## src/bmdc_pkg.sv

```systemverilog
// ----------------------------------------------------------------------------
// bmdc_pkg
// Types and constants shared by the button mouse delta controller.
// ----------------------------------------------------------------------------
`default_nettype none

package bmdc_pkg;

  localparam int unsigned HOLD_W  = 10;
  localparam int unsigned LIMIT_W = 4;
  localparam int unsigned SETTLE_W = 6;
  localparam int unsigned PHASE_W = 32;
  localparam int unsigned DELTA_W = 5;
  localparam int unsigned NUM_BTN = 4;
  localparam int unsigned CFG_IDX_W = 2;
  localparam int unsigned CFG_DATA_W = 32;

  localparam logic [HOLD_W-1:0]   HOLD_INTERVAL_RST = 10'd500;
  localparam logic [LIMIT_W-1:0]  DELTA_LIMIT_RST   = 4'd10;
  localparam logic [SETTLE_W-1:0] SETTLE_TICKS_RST  = 6'd30;
  localparam logic [PHASE_W-1:0]  PHASE_STEP_RST    = 32'd683565;

  localparam logic [HOLD_W-1:0] CNT_MAX = '1;
  localparam logic signed [DELTA_W:0] DELTA_MAX = 6'sd11;

  // angle boundaries where |4 sin| reaches 1..4, over a quarter turn
  localparam logic [30:0] SIN_BOUND [4] = '{
    31'd172723449, 31'd357913942, 31'd579705789, 31'd1073741824
  };
  localparam logic [30:0] QUARTER = 31'h4000_0000;

  typedef enum logic [CFG_IDX_W-1:0] {
    REG_HOLD_INTERVAL = 2'd0,
    REG_DELTA_LIMIT   = 2'd1,
    REG_SETTLE_TICKS  = 2'd2,
    REG_PHASE_STEP    = 2'd3
  } cfg_reg_t;

  typedef struct packed {
    logic              held;
    logic [HOLD_W-1:0] cnt;
    logic [DELTA_W-1:0] axis;
  } btn_res_t;

endpackage

`default_nettype wire

```

## src/button_mouse_delta_controller.sv

```systemverilog
// ----------------------------------------------------------------------------
// button_mouse_delta_controller
// Per-tick cursor delta generator from five active-low buttons, with a
// manual stepping mode and a circle mode driven by a phase accumulator.
// ----------------------------------------------------------------------------
// Usage:
//   s_axis carries one word per 1 ms tick: the five button levels.
//   m_axis returns one word per tick: move_x, move_y and circle_mode.
//   cfg_we/cfg_index/cfg_data write hold_interval, delta_limit, settle_ticks
//   and phase_step; write them only while no word is in flight.
// Timing: a result appears in the output register in the cycle after its
//   input word is taken. Throughput: one word per cycle while the output
//   is taken; the whole update is one pass of combinational logic from
//   input word and state into the state and output registers.
// Stall: the output register holds its word until m_axis_tready; a new
//   input word is taken in the same cycle the held one leaves, so the
//   block keeps full rate under a ready receiver and stops only while the
//   output register is full and not taken.
// Reset: rst clears mode (manual), deltas, hold state, mode button state
//   and the phase accumulator, and loads the register defaults.
// ----------------------------------------------------------------------------
`default_nettype none

module button_mouse_delta_controller (
  input  wire logic                                clk,
  input  wire logic                                rst,
  input  wire logic                                s_axis_tvalid,
  output logic                                     s_axis_tready,
  // [0] up_level, [1] down_level, [2] left_level, [3] right_level,
  // [4] mode_level, [7:5] zero
  input  wire logic [7:0]                          s_axis_tdata,
  output logic                                     m_axis_tvalid,
  input  wire logic                                m_axis_tready,
  // [4:0] move_x, [9:5] move_y, [15:10] zero
  output logic [15:0]                              m_axis_tdata,
  // [0] circle_mode
  output logic                                     m_axis_tuser,
  input  wire logic                                cfg_we,
  input  wire logic [bmdc_pkg::CFG_IDX_W-1:0]      cfg_index,
  input  wire logic [bmdc_pkg::CFG_DATA_W-1:0]     cfg_data
);

  import bmdc_pkg::*;

  typedef enum logic [1:0] {
    PH_IDLE,
    PH_HELD,
    PH_SETTLE
  } mode_phase_t;

  logic [HOLD_W-1:0]   hold_interval;
  logic [LIMIT_W-1:0]  delta_limit;
  logic [SETTLE_W-1:0] settle_ticks;
  logic [PHASE_W-1:0]  phase_step;

  mode_phase_t          mode_phase, mode_phase_next;
  logic                 mode_flag, mode_flag_next;
  logic [NUM_BTN-1:0]   held_flags, held_flags_next;
  logic [HOLD_W-1:0]    hold_counters [NUM_BTN];
  logic [HOLD_W-1:0]    hold_counters_next [NUM_BTN];
  logic [DELTA_W-1:0]   delta_x, delta_x_next;
  logic [DELTA_W-1:0]   delta_y, delta_y_next;
  logic [SETTLE_W-1:0]  settle_count, settle_count_next;
  logic [PHASE_W-1:0]   circle_phase, circle_phase_next;

  logic                 accept;
  logic                 released;
  logic                 run;
  logic                 toggle;
  logic [PHASE_W-1:0]   phase_work;
  logic [DELTA_W-1:0]   x_work, y_work;
  btn_res_t             btn_res [NUM_BTN];

  function automatic logic [DELTA_W-1:0] sat_step(logic [DELTA_W-1:0] axis, logic neg);
    logic signed [DELTA_W:0] s;
    s = $signed({axis[DELTA_W-1], axis});
    s = neg ? s - 6'sd1 : s + 6'sd1;
    if (s > DELTA_MAX) s = DELTA_MAX;
    if (s < -DELTA_MAX) s = -DELTA_MAX;
    return s[DELTA_W-1:0];
  endfunction

  function automatic btn_res_t step_button(
    logic pressed, logic held, logic [HOLD_W-1:0] cnt, logic [DELTA_W-1:0] axis,
    logic neg, logic [LIMIT_W-1:0] lim, logic [HOLD_W-1:0] intv
  );
    btn_res_t r;
    logic signed [DELTA_W:0] a6;
    logic signed [DELTA_W:0] l6;
    logic inside_lim;
    a6 = $signed({axis[DELTA_W-1], axis});
    l6 = $signed({2'b00, lim});
    inside_lim = neg ? (a6 > -l6) : (a6 < l6);
    r.held = held;
    r.cnt  = cnt;
    r.axis = axis;
    if (pressed && !held) begin
      r.axis = sat_step(axis, neg);
      r.held = 1'b1;
      r.cnt  = '0;
    end else if (pressed) begin
      if (cnt >= intv && inside_lim) begin
        r.axis = sat_step(axis, neg);
        r.cnt  = '0;
      end else begin
        r.cnt = (cnt == CNT_MAX) ? cnt : cnt + 1'b1;
      end
    end else if (held) begin
      r.axis = '0;
      r.held = 1'b0;
      r.cnt  = '0;
    end
    return r;
  endfunction

  function automatic logic [DELTA_W-1:0] four_sin(logic [PHASE_W-1:0] p);
    logic [30:0] d;
    logic [2:0]  m;
    d = p[30] ? QUARTER - {1'b0, p[29:0]} : {1'b0, p[29:0]};
    m = 3'd0;
    for (int k = 0; k < 4; k++) begin
      if (d >= SIN_BOUND[k]) m = m + 3'd1;
    end
    return p[31] ? DELTA_W'(-$signed({2'b00, m})) : {2'b00, m};
  endfunction

  assign accept        = s_axis_tvalid && s_axis_tready;
  assign s_axis_tready = !m_axis_tvalid || m_axis_tready;
  assign released      = s_axis_tdata[4];

  always_comb begin
    mode_phase_next   = mode_phase;
    settle_count_next = settle_count;
    run    = 1'b0;
    toggle = 1'b0;
    unique case (mode_phase)
      PH_HELD: begin
        if (released) begin
          if (settle_ticks == '0) begin
            toggle          = 1'b1;
            mode_phase_next = PH_IDLE;
            run             = 1'b1;
          end else begin
            settle_count_next = settle_ticks;
            mode_phase_next   = PH_SETTLE;
          end
        end
      end
      PH_SETTLE: begin
        if (settle_count <= SETTLE_W'(1)) begin
          settle_count_next = '0;
          toggle            = released;
          mode_phase_next   = PH_IDLE;
          run               = 1'b1;
        end else begin
          settle_count_next = settle_count - 1'b1;
        end
      end
      default: begin
        if (!released) mode_phase_next = PH_HELD;
        else run = 1'b1;
      end
    endcase

    mode_flag_next = toggle ? !mode_flag : mode_flag;
    x_work     = toggle ? '0 : delta_x;
    y_work     = toggle ? '0 : delta_y;
    phase_work = (toggle && !mode_flag) ? '0 : circle_phase;

    btn_res[0] = step_button(!s_axis_tdata[0], held_flags[0], hold_counters[0], y_work,
                             1'b1, delta_limit, hold_interval);
    btn_res[1] = step_button(!s_axis_tdata[1], held_flags[1], hold_counters[1],
                             btn_res[0].axis, 1'b0, delta_limit, hold_interval);
    btn_res[2] = step_button(!s_axis_tdata[2], held_flags[2], hold_counters[2], x_work,
                             1'b1, delta_limit, hold_interval);
    btn_res[3] = step_button(!s_axis_tdata[3], held_flags[3], hold_counters[3],
                             btn_res[2].axis, 1'b0, delta_limit, hold_interval);

    held_flags_next   = held_flags;
    circle_phase_next = phase_work;
    delta_x_next      = x_work;
    delta_y_next      = y_work;
    for (int i = 0; i < NUM_BTN; i++) begin
      hold_counters_next[i] = hold_counters[i];
    end

    if (run && !mode_flag_next) begin
      for (int i = 0; i < NUM_BTN; i++) begin
        held_flags_next[i]    = btn_res[i].held;
        hold_counters_next[i] = btn_res[i].cnt;
      end
      delta_y_next = btn_res[1].axis;
      delta_x_next = btn_res[3].axis;
    end else begin
      for (int i = 0; i < NUM_BTN; i++) begin
        if (held_flags[i] && hold_counters[i] != CNT_MAX) begin
          hold_counters_next[i] = hold_counters[i] + 1'b1;
        end
      end
      if (mode_flag_next) begin
        if (run) begin
          delta_x_next = four_sin(phase_work);
          delta_y_next = four_sin({phase_work[31:30] + 2'd1, phase_work[29:0]});
        end
        circle_phase_next = phase_work + phase_step;
      end
    end
  end

  always_ff @(posedge clk) begin
    if (rst) begin
      hold_interval <= HOLD_INTERVAL_RST;
      delta_limit   <= DELTA_LIMIT_RST;
      settle_ticks  <= SETTLE_TICKS_RST;
      phase_step    <= PHASE_STEP_RST;
      mode_phase    <= PH_IDLE;
      mode_flag     <= 1'b0;
      held_flags    <= '0;
      for (int i = 0; i < NUM_BTN; i++) hold_counters[i] <= '0;
      delta_x       <= '0;
      delta_y       <= '0;
      settle_count  <= '0;
      circle_phase  <= '0;
      m_axis_tvalid <= 1'b0;
    end else begin
      if (cfg_we) begin
        unique case (cfg_reg_t'(cfg_index))
          REG_HOLD_INTERVAL: hold_interval <= cfg_data[HOLD_W-1:0];
          REG_DELTA_LIMIT:   delta_limit   <= cfg_data[LIMIT_W-1:0];
          REG_SETTLE_TICKS:  settle_ticks  <= cfg_data[SETTLE_W-1:0];
          REG_PHASE_STEP:    phase_step    <= cfg_data[PHASE_W-1:0];
          default: ;
        endcase
      end
      if (accept) begin
        mode_phase   <= mode_phase_next;
        mode_flag    <= mode_flag_next;
        held_flags   <= held_flags_next;
        for (int i = 0; i < NUM_BTN; i++) hold_counters[i] <= hold_counters_next[i];
        delta_x      <= delta_x_next;
        delta_y      <= delta_y_next;
        settle_count <= settle_count_next;
        circle_phase <= circle_phase_next;
        m_axis_tvalid <= 1'b1;
      end else if (m_axis_tready) begin
        m_axis_tvalid <= 1'b0;
      end
    end
  end

  assign m_axis_tdata = {6'b0, delta_y, delta_x};
  assign m_axis_tuser = mode_flag;

  a_accept_gives_word: assert property (@(posedge clk) disable iff (rst)
    accept |=> m_axis_tvalid)
    else $error("accepted word produced no result");

  a_delta_x_range: assert property (@(posedge clk) disable iff (rst)
    ($signed(delta_x) <= 5'sd11) && ($signed(delta_x) >= -5'sd11))
    else $error("delta_x out of range");

  a_delta_y_range: assert property (@(posedge clk) disable iff (rst)
    ($signed(delta_y) <= 5'sd11) && ($signed(delta_y) >= -5'sd11))
    else $error("delta_y out of range");

  a_settle_idle: assert property (@(posedge clk) disable iff (rst)
    (mode_phase != PH_SETTLE) |-> (settle_count == '0))
    else $error("settle count live outside settling");

  a_circle_keeps_held: assert property (@(posedge clk) disable iff (rst)
    (accept && mode_flag && mode_flag_next) |=> $stable(held_flags))
    else $error("held flags changed in circle mode");

endmodule

`default_nettype wire

```

## config.mk

```make
export PLATFORM = sky130hd
export DESIGN_NAME = button_mouse_delta_controller
export DESIGN_NICKNAME = d
export VERILOG_FILES = /design/src/bmdc_pkg.sv /design/src/button_mouse_delta_controller.sv
export SDC_FILE = /design/constraint.sdc
export NUM_CORES = 1
export LEC_CHECK = 0
export BUFFER_PORTS_ARGS = -buffer_cell sky130_fd_sc_hd__buf_2
export CELL_PAD_IN_SITES_DETAIL_PLACEMENT = 1
export CELL_PAD_IN_SITES_GLOBAL_PLACEMENT = 1
export CORE_MARGIN = 8
export CORE_UTILIZATION = 50
export CTS_CLUSTER_SIZE = 20
export DETAILED_ROUTE_END_ITERATION = 7
export GPL_TIMING_DRIVEN = 0
export PLACE_DENSITY = 0.84
export SETUP_SLACK_MARGIN = 0.4
export SLEW_MARGIN = 10
export SYNTH_ARGS = -nofsm -noshare
export SYNTH_HDL_FRONTEND = slang
export SYNTH_SLANG_ARGS = --single-unit
```

## constraint.sdc

```tcl
create_clock -name clk -period 20.6 [get_ports clk]
set_input_delay 2.06 -clock clk [delete_from_list [all_inputs] [get_ports clk]]
set_output_delay 2.06 -clock clk [all_outputs]
set_load 0.05 [all_outputs]
```

==> results.toml, run 1 <==
[setup_path]
start_kind = "input pin"
critPathCaptureType = "register"
cpMaxStageDelayCell = "buf_1"
cp_top_family = "buffers and inverters"
critical_path_class = "input pin to register"
path_max_fanout = 10
required_ps = 20890
crit_path_max_incr_delay_ps = 690
cp.arrival_ps = 11700
cp_num_buf_inv = 14
timing.critical_path.mode_cell = "ha_1"
r2r_slack_ps = 9670

[synth]
async_reset_ff_frac = 0
ys.flop_type = "dfxtp_1"
synth_cells = 1811
synth-seq-cells = 148
syn_area_um2 = 13900
synth_area_leaders = "dfxtp_1, ha_1, edfxtp_1, nor2_1, nand2_1"
yosysTopAreaCell = "dfxtp_1"
synth_edf_count = 40
synth_area_per_cell_um2 = 7.67
synth.top_cell.area_share = 0.156
ys_types = 106
yosysWarnings = 0
synth-seq-area-share = 0.242

[layout]
layout_commonest_cell = "nor2_1"
nNetsFinal = 2055
n_antenna_cell = 0
regArea_um2 = 3360
layout_common_cells = "nor2_1, nand2_1, ha_1"
final_layout_size_suffix_gt1_frac = 0.0873
fill_cells = 3509
area_delta_synth_final_pct = 9.80
multiInputGateArea_um2 = 9750
layout.cells.non_filler = 2280

[route]
wl_per_cell_um = 22.7
drt_iter0_drc = 1239
avgViaCountPerCell = 6.43
vias = 14700
first_pass_iters = 5
routed_wl_um = 51700
postRouteAntennaNets = 0
remaining_drc_errors = 0

[placement]
dp_cells = 2248
gp_congestion = 0.946
hpwl_um = 39300
io_buffers = 54

[floorplan]
num_io_pins = 66
die_area_um2 = 33400
die_w_um = 183
num_rows = 61
start_util = 0.504
coreArea_um2 = 27600
die_h_um = 183

[clock_tree]
cts.sinks = 148
cts_hold_buf = 0
h-tree-depth = 4
cts_made_buffers = 17
clock-root-buffer = "clkbuf_16"
clock_latency_ps = 450
ctsResizeCount = 0
cts_tree = "yes"
clockBufferDepth = 2
clk_pin_slew_ps = 70
post_cts_buffers = 0

[min_path]
hold_path_class = "register to register"

[power]
totalPowerFinal_uw = 938
power.density_nw_per_um2 = 61.4
peakVddDrop_mv = 0.0580
leakage_uw = 0.00643

[timing]
slew_viol_final = 0
rsz0062_at_grt = "false"
post-route-min-period_ps = 11400
finalCritPeriodShare = 0.554
worstMarginPinSlew_ps = 1140
fin_setup_tns_ps = 0
max_freq_mhz = 87.7
skew_ps = 14.7
hold_viol_final = 0
slew_headroom = 0.241
setup_viol = 0

[grt]
overflow = 0
grt_use_total = 0.307
grt_pass1_wl_um = 81600
grt_max_degree = 17
antenna_found_initial = 0
grt_pass1_vias = 14800

[run_status]
status = "completed"

[job]
max_cap_violations = 0
## metal layers
| metal | vias up | track usage | routed length [um] |
|---|---|---|---|
| met5 | - | 0 | 0 |
| met4 | 0 | 0.128 | 1650 |
| met3 | 106 | 0.0610 | 4130 |
| met2 | 574 | 0.470 | 22300 |
| met1 | 7214 | 0.417 | 23600 |
| li1 | 6763 | - | - |
## power by group
group | total (uW) | switching [uW] | internal, uW
registers | 330 | 16.8 | 314
clock network | 333 | 139 | 193
logic | 275 | 176 | 98.2
## cell type report
cell class | instances | area share
Multi-Input combinational cell | 1475 | 0.639
Sequential cell | 148 | 0.220
Buffer | 108 | 0.0317
Tap cell | 378 | 0.0310
Clock buffer | 19 | 0.0290
Inverter | 85 | 0.0209
Timing Repair Buffer | 54 | 0.0177
Clock inverter | 13 | 0.0103
## flip-flops by register name, indices dropped and copies added (netlist names)
name	flops
settle_count	6
hold_interval	10
hold_counters	40
circle_phase	32
mode_phase	2
delta_y	5
delta_limit	4
delta_x	5
phase_step	32
m_axis_tuser	1
held_flags	4
m_axis_tvalid	1
settle_ticks	6
## logic make-up (layout without fill, tap and decap cells)
| logic type | Yosys count | count (layout) | share of synthesized area |
|---|---|---|---|
| XOR/XNOR | 100 | 100 | 0.0630 |
| buffers and inverters | 193 | 279 | 0.0578 |
| flip-flops | 148 | 148 | 0.242 |
| AND/OR/NAND/NOR | 712 | 712 | 0.255 |
| multiplexers | 23 | 23 | 0.0175 |
| other | 1 | 6 | 0.000270 |
| AO/OA/AOI/OAI | 515 | 515 | 0.257 |
| adder cells (fa/ha/maj) | 119 | 119 | 0.108 |
## stage by stage
stage / setup WS [ps] / hold WS (ps) / cell area (um2) / utilization
after floorplan: 11720 / 441 / 13900 / -
after detailed placement: 9010 / 460 / 14700 / 0.532
after global placement: 9120 / 452 / 14700 / 0.532
after CTS: 9410 / 469 / 15300 / 0.554
final: 9200 / 465 / 15300 / 0.554
after global routing: 8580 / 502 / 15300 / 0.554
## worst paths after layout
check | from | to | cells past startpoint
max | s_axis_tdata[4] | delta_y[2]$_SDFFE_PP0P_ | 39
max reg2reg | settle_ticks[5]$_SDFFE_PP0P_ | delta_y[2]$_SDFFE_PP0P_ | 39
min | phase_step[26]$_SDFFE_PP0P_ | phase_step[26]$_SDFFE_PP0P_ | 2
min reg2reg | phase_step[26]$_SDFFE_PP0P_ | phase_step[26]$_SDFFE_PP0P_ | 2
## cells in the mapped netlist, types with 14 or more instances
cell / number
buf_2: 15
a31oi_1: 34
nand4_1: 16
edfxtp_1: 40
nor2_1: 209
nand3b_1: 24
clkbuf_1: 75
a21o_1: 31
nand2_1: 174
dfxtp_1: 108
nand2b_1: 20
xnor2_1: 52
o21ai_0: 70
and3_1: 24
ha_1: 118
o21a_1: 23
xor2_1: 48
o31ai_1: 16
nor2b_1: 40
mux2i_1: 19
o21ai_1: 14
a211oi_1: 24
nor3_1: 44
inv_1: 84
or3_1: 19
a21oi_1: 113
nand3_1: 64
a22oi_1: 20
o211ai_1: 16
## worst min-delay path, delay by kind of cell (launching register included)
family,cells,cell delay (ps)
DFF,1,310
and+or+nand+nor,1,50
AOI/OAI and AO/OA,1,50
No activity file was read; power rests on OpenSTA's default activity.
==> run 2, diff against run 1 <==
CORE_UTILIZATION = 43   (was 50)
PLACE_DENSITY = 0.76   (was 0.84)
clock period = 9.67 ns   (was 20.6 ns; I/O delays follow)
==> run 2 against run 1 <==
Final cell count grew 1.4%. Final area grew 1.1%. Sequential share of layout area shrank 0.24 points. Setup slack got worse by 8300 ps. Flip-flop and latch count is the same. Sequential power rose by 110%.
==> results.toml, run 2 (synthesis results as in run 1) <==
[run_status]
status = "completed"

[timing]
slew_headroom = 0.234
skew_ps = 26.9
slew_viol_final = 0
holdWs_ps = 465
hold_viol_final = 0
setup_viol = 0
finalCritPeriodShare = 0.905
rsz0062_at_grt = "false"
fin_setup_tns_ps = 0
max_freq_mhz = 114
worstMarginPinSlew_ps = 1150
post-route-min-period_ps = 8750

[placement]
dpl-instance-area_um2 = 14700
gp_congestion = 0.937
io_buffers = 54
hpwl_um = 39200

[grt]
grt_max_degree = 17
grt_pass1_vias = 14000
overflow = 0
grt_pass1_wl_um = 79000
grt_use_total = 0.256
antenna_found_initial = 1

[layout]
top_register = "hold_counters"
nNetsFinal = 2057
largestRegisters = "hold_counters: 40 flops, circle_phase: 32 flops, phase_step: 32 flops"
largest_reg_flops = 40
layout_common_cells = "nor2_1, nand2_1, ha_1"
fill_cells = 4036
area_delta_synth_final_pct = 11.0
final_layout_size_suffix_gt1_frac = 0.0966
multiInputGateArea_um2 = 9810
n_antenna_cell = 0
layout_commonest_cell = "nor2_1"
post-route-util = 0.479
design_area_um2 = 15400
regArea_um2 = 3360

[power]
p_switching_uw = 711
internal-power_uw = 1310
comb_power_share = 0.287
sw_frac_of_total = 0.351
clkPwrFrac = 0.365
leakage_uw = 0.00651
totalPowerFinal_uw = 2020
peakVddDrop_mv = 0.117
pwr-share-seq = 0.348
power.density_nw_per_um2 = 131

[setup_path]
cp_top_family = "compound AO/OA/AOI/OAI gates"
timing.critical_path.mode_cell = "ha_1"
cpMaxStageDelayCell = "o311ai_1"
required_ps = 9950
cp_num_buf_inv = 12
start_kind = "register"
cp.arrival_ps = 9030
critical_path_class = "register to register"
critPathCaptureType = "register"
path_max_fanout = 10
crit_path_max_incr_delay_ps = 480

[clock_tree]
h-tree-depth = 4
clock-root-buffer = "clkbuf_16"
cts.sinks = 148
clockBufferDepth = 2
clock_latency_ps = 460
cts_tree = "yes"
cts_hold_buf = 0
clk_pin_slew_ps = 70
cts_made_buffers = 17

[route]
avgViaCountPerCell = 6.16
wl_per_cell_um = 21.7
routed_wl_um = 50100
postRouteAntennaNets = 0
drt_iter0_drc = 1109
first_pass_iters = 7
remaining_drc_errors = 0
vias = 14200

[floorplan]
num_io_pins = 66
num_rows = 66
die_h_um = 196
die_w_um = 196
die_area_um2 = 38300
start_util = 0.432
coreArea_um2 = 32200

[job]
max_cap_violations = 0

[min_path]
hold_path_class = "register to register"
[run 2: routing by layer]
layer	vias up	wire length, um	track usage
li1	6770	-	-
met1	7030	24800	0.370
met2	403	21800	0.399
met3	46	2720	0.0362
met4	0	729	0.0561
met5	-	0	0
[run 2: final cells by class]
type / count / area share
inverter: 85 / 0.0207
multi-input combinational: 1475 / 0.636
clock buffer: 20 / 0.0304
timing repair buffer: 56 / 0.0185
sequential: 148 / 0.218
clock inverter: 12 / 0.0105
tap: 408 / 0.0331
buffer: 108 / 0.0332
[run 2: final timing paths]
check	endpoint	start	depth (start not counted)	slack [ps]
setup / recovery	delta_y[2]$_SDFFE_PP0P_	mode_phase[0]$_SDFFE_PP0P_	38	920
hold / removal	phase_step[25]$_SDFFE_PP0P_	phase_step[25]$_SDFFE_PP0P_	2	470
setup reg to reg	delta_y[2]$_SDFFE_PP0P_	mode_phase[0]$_SDFFE_PP0P_	38	920
hold reg to reg	phase_step[25]$_SDFFE_PP0P_	phase_step[25]$_SDFFE_PP0P_	2	470
[run 2: timing repair]
item	in CTS	in global routing
setup endpoints to repair	10	8
gates resized for setup	10	18
pin swaps	1	0
setup buffers	2	0
[run 2: worst reg2reg max path, delay by kind of cell, from the launching register on]
family,cells,cell delay [ps]
AOI/OAI and AO/OA,13,2940
buffers and inverters,12,2490
adders and majority gates,7,1700
and+or+nand+nor,4,700
DFF,1,360
muxes,1,240
xor gates and xnor gates,1,170
[run 2: stage by stage]
step / setup slack, ps / instances
3_3_place_gp: -880 / 2278
4_1_cts: 455 / 2312
5_1_grt: 397 / 2312
2_1_floorplan: 1880 / 1816
3_5_place_dp: -1040 / 2278
6_report: 917 / 2312
[run 2: power by group through the flow]
stage / clock, uW / combinational, uW / sequential, uW
detailed placement: 0 / 563 / 716
floorplan: 0 / 400 / 718
finish: 739 / 581 / 703
global placement: 0 / 542 / 715
global route: 770 / 637 / 708
CTS: 748 / 570 / 703
==> run 3, diff against run 2 <==
--- a/config.mk
+++ b/config.mk
@@ -16,5 +16,4 @@
 export PLACE_DENSITY = 0.76
 export SETUP_SLACK_MARGIN = 0.4
-export SLEW_MARGIN = 10
 export SYNTH_ARGS = -nofsm -noshare
 export SYNTH_HDL_FRONTEND = slang
==> constraint.sdc (replaced) <==
create_clock -name clk -period 9.67 [get_ports clk]
set_input_delay 1.4505 -clock clk [delete_from_list [all_inputs] [get_ports clk]]
set_output_delay 1.4505 -clock clk [all_outputs]
set_load 0.05 [all_outputs]
==> run 3 against run 2 <==
Register-to-register slack gained 230 ps. Clock power is essentially flat. Largest cell class unchanged. Core utilization grew 0.093 points. Combinational power is essentially flat. Final area grew 0.19%. Flip-flop and latch count is the same. Die area is the same.
==> results.toml, run 3 (synthesis results as in run 1) <==
[setup_path]
start_kind = "input pin"
critical_path_class = "input pin to register"
required_ps = 9950
path_max_fanout = 10
r2r_slack_ps = 1150
crit_path_max_incr_delay_ps = 480
critPathCaptureType = "register"
cpMaxStageDelayCell = "or4b_1"
cp.arrival_ps = 9030

[power]
peakVddDrop_mv = 0.117
power.density_nw_per_um2 = 131
leakage_uw = 0.00651

[placement]
hpwl_um = 39200
gp_congestion = 0.937
dp_cells = 2278
io_buffers = 54
dpl-instance-area_um2 = 14700

[timing]
hold_viol_final = 0
slew_headroom = 0.235
holdWs_ps = 464
finalCritPeriodShare = 0.905
post-route-min-period_ps = 8760
rsz0062_at_grt = "false"
skew_ps = 27.3
setup_viol = 0
max_freq_mhz = 114
fin_setup_tns_ps = 0
slew_viol_final = 0
worstMarginPinSlew_ps = 1150

[grt]
overflow = 0
grt_pass1_wl_um = 79000
grt_pass1_vias = 14000
antenna_found_initial = 1
grt_max_degree = 17
grt_use_total = 0.256

[clock_tree]
cts_made_buffers = 17
clk_pin_slew_ps = 70
cts.sinks = 148
clockBufferDepth = 2
clock_latency_ps = 460
cts_hold_buf = 0
h-tree-depth = 4
clock-root-buffer = "clkbuf_16"
cts_tree = "yes"

[layout]
area_delta_synth_final_pct = 11.2
design_area_um2 = 15500
final_layout_size_suffix_gt1_frac = 0.0987
layout_commonest_cell = "nor2_1"
nNetsFinal = 2057
largestRegisters = "hold_counters: 40 flops, circle_phase: 32 flops, phase_step: 32 flops"
top_register = "hold_counters"
layout.cells.non_filler = 2313
layout_common_cells = "nor2_1, nand2_1, ha_1"
largest_reg_flops = 40

[job]
max_cap_violations = 0

[floorplan]
die_h_um = 196
num_rows = 66
die_area_um2 = 38300
die_w_um = 196
start_util = 0.432
num_io_pins = 66
coreArea_um2 = 32200

[route]
vias = 14300
postRouteAntennaNets = 0
routed_wl_um = 50200
remaining_drc_errors = 0
avgViaCountPerCell = 6.20
wl_per_cell_um = 21.7
first_pass_iters = 5
drt_iter0_drc = 1085

[min_path]
hold_path_class = "register to register"

[run_status]
status = "completed"
==> run 3: cell types whose count changed in the layout (fill, tap and decap cells not counted), sizes merged <==
cell and change:
diode +1, clkbuf -2, buf +2
==> run 3: repair_timing <==
| item | CTS | global route |
|---|---|---|
| setup buffers | 0 | 2 |
| gates resized for setup | 11 | 23 |
| pin swaps | 0 | 1 |
| hold endpoints to repair | 0 | 0 |
| endpoints found under the setup margin | 10 | 7 |
==> run 3: worst max-delay path, delay by kind of cell <==
family / cells / cell delay [ps]
buf+inv: 13 / 2420
compound gates: 14 / 2250
fa+ha+maj: 6 / 1410
simple gates: 4 / 1100
mux: 1 / 240
xor+xnor: 1 / 140
==> run 3: worst paths after layout <==
| kind | endpoint | cells after the start | from |
|---|---|---|---|
| max | delta_y[2]$_SDFFE_PP0P_ | 39 | s_axis_tdata[4] |
| min | phase_step[25]$_SDFFE_PP0P_ | 2 | phase_step[25]$_SDFFE_PP0P_ |
| min reg2reg | phase_step[25]$_SDFFE_PP0P_ | 2 | phase_step[25]$_SDFFE_PP0P_ |
| max reg2reg | delta_y[2]$_SDFFE_PP0P_ | 41 | settle_count[0]$_SDFFE_PP0P_ |
==> run 3: final cells by class <==
| class | instances | area [um2] |
|---|---|---|
| fillers | 4026 | 16700 |
| multi-input cells | 1475 | 9830 |
| flip-flops and latches | 148 | 3360 |
| plain buffers | 108 | 517 |
| well taps | 408 | 510 |
| clock buffers | 20 | 469 |
| inverters | 85 | 322 |
| repair buffers | 56 | 285 |
| clock inverters | 12 | 163 |
| diodes | 1 | 2.50 |
==> run 3: through the flow <==
stage	total power [uW]	util	setup WS (ps)
after floorplan	1120	-	1400
after global placement	1260	0.456	-1350
after detailed placement	1280	0.456	-1520
after CTS	2020	0.477	462
after global routing	2120	0.480	411
final	2020	0.480	914
==> run 3: power by group <==
part	total, uW	leakage [uW]	switching [uW]	internal (uW)
registers	703	0.00130	35.3	668
logic	584	0.00490	371	212
clock network	738	0.000314	304	434
==> run 3: routing by layer <==
metal	GRT usage	vias to the layer above	wire length, um
met1	0.370	7068	24300
met5	0	-	0
met2	0.398	450	21800
met4	0.0570	0	917
li1	-	6767	-
met3	0.0355	61	3110
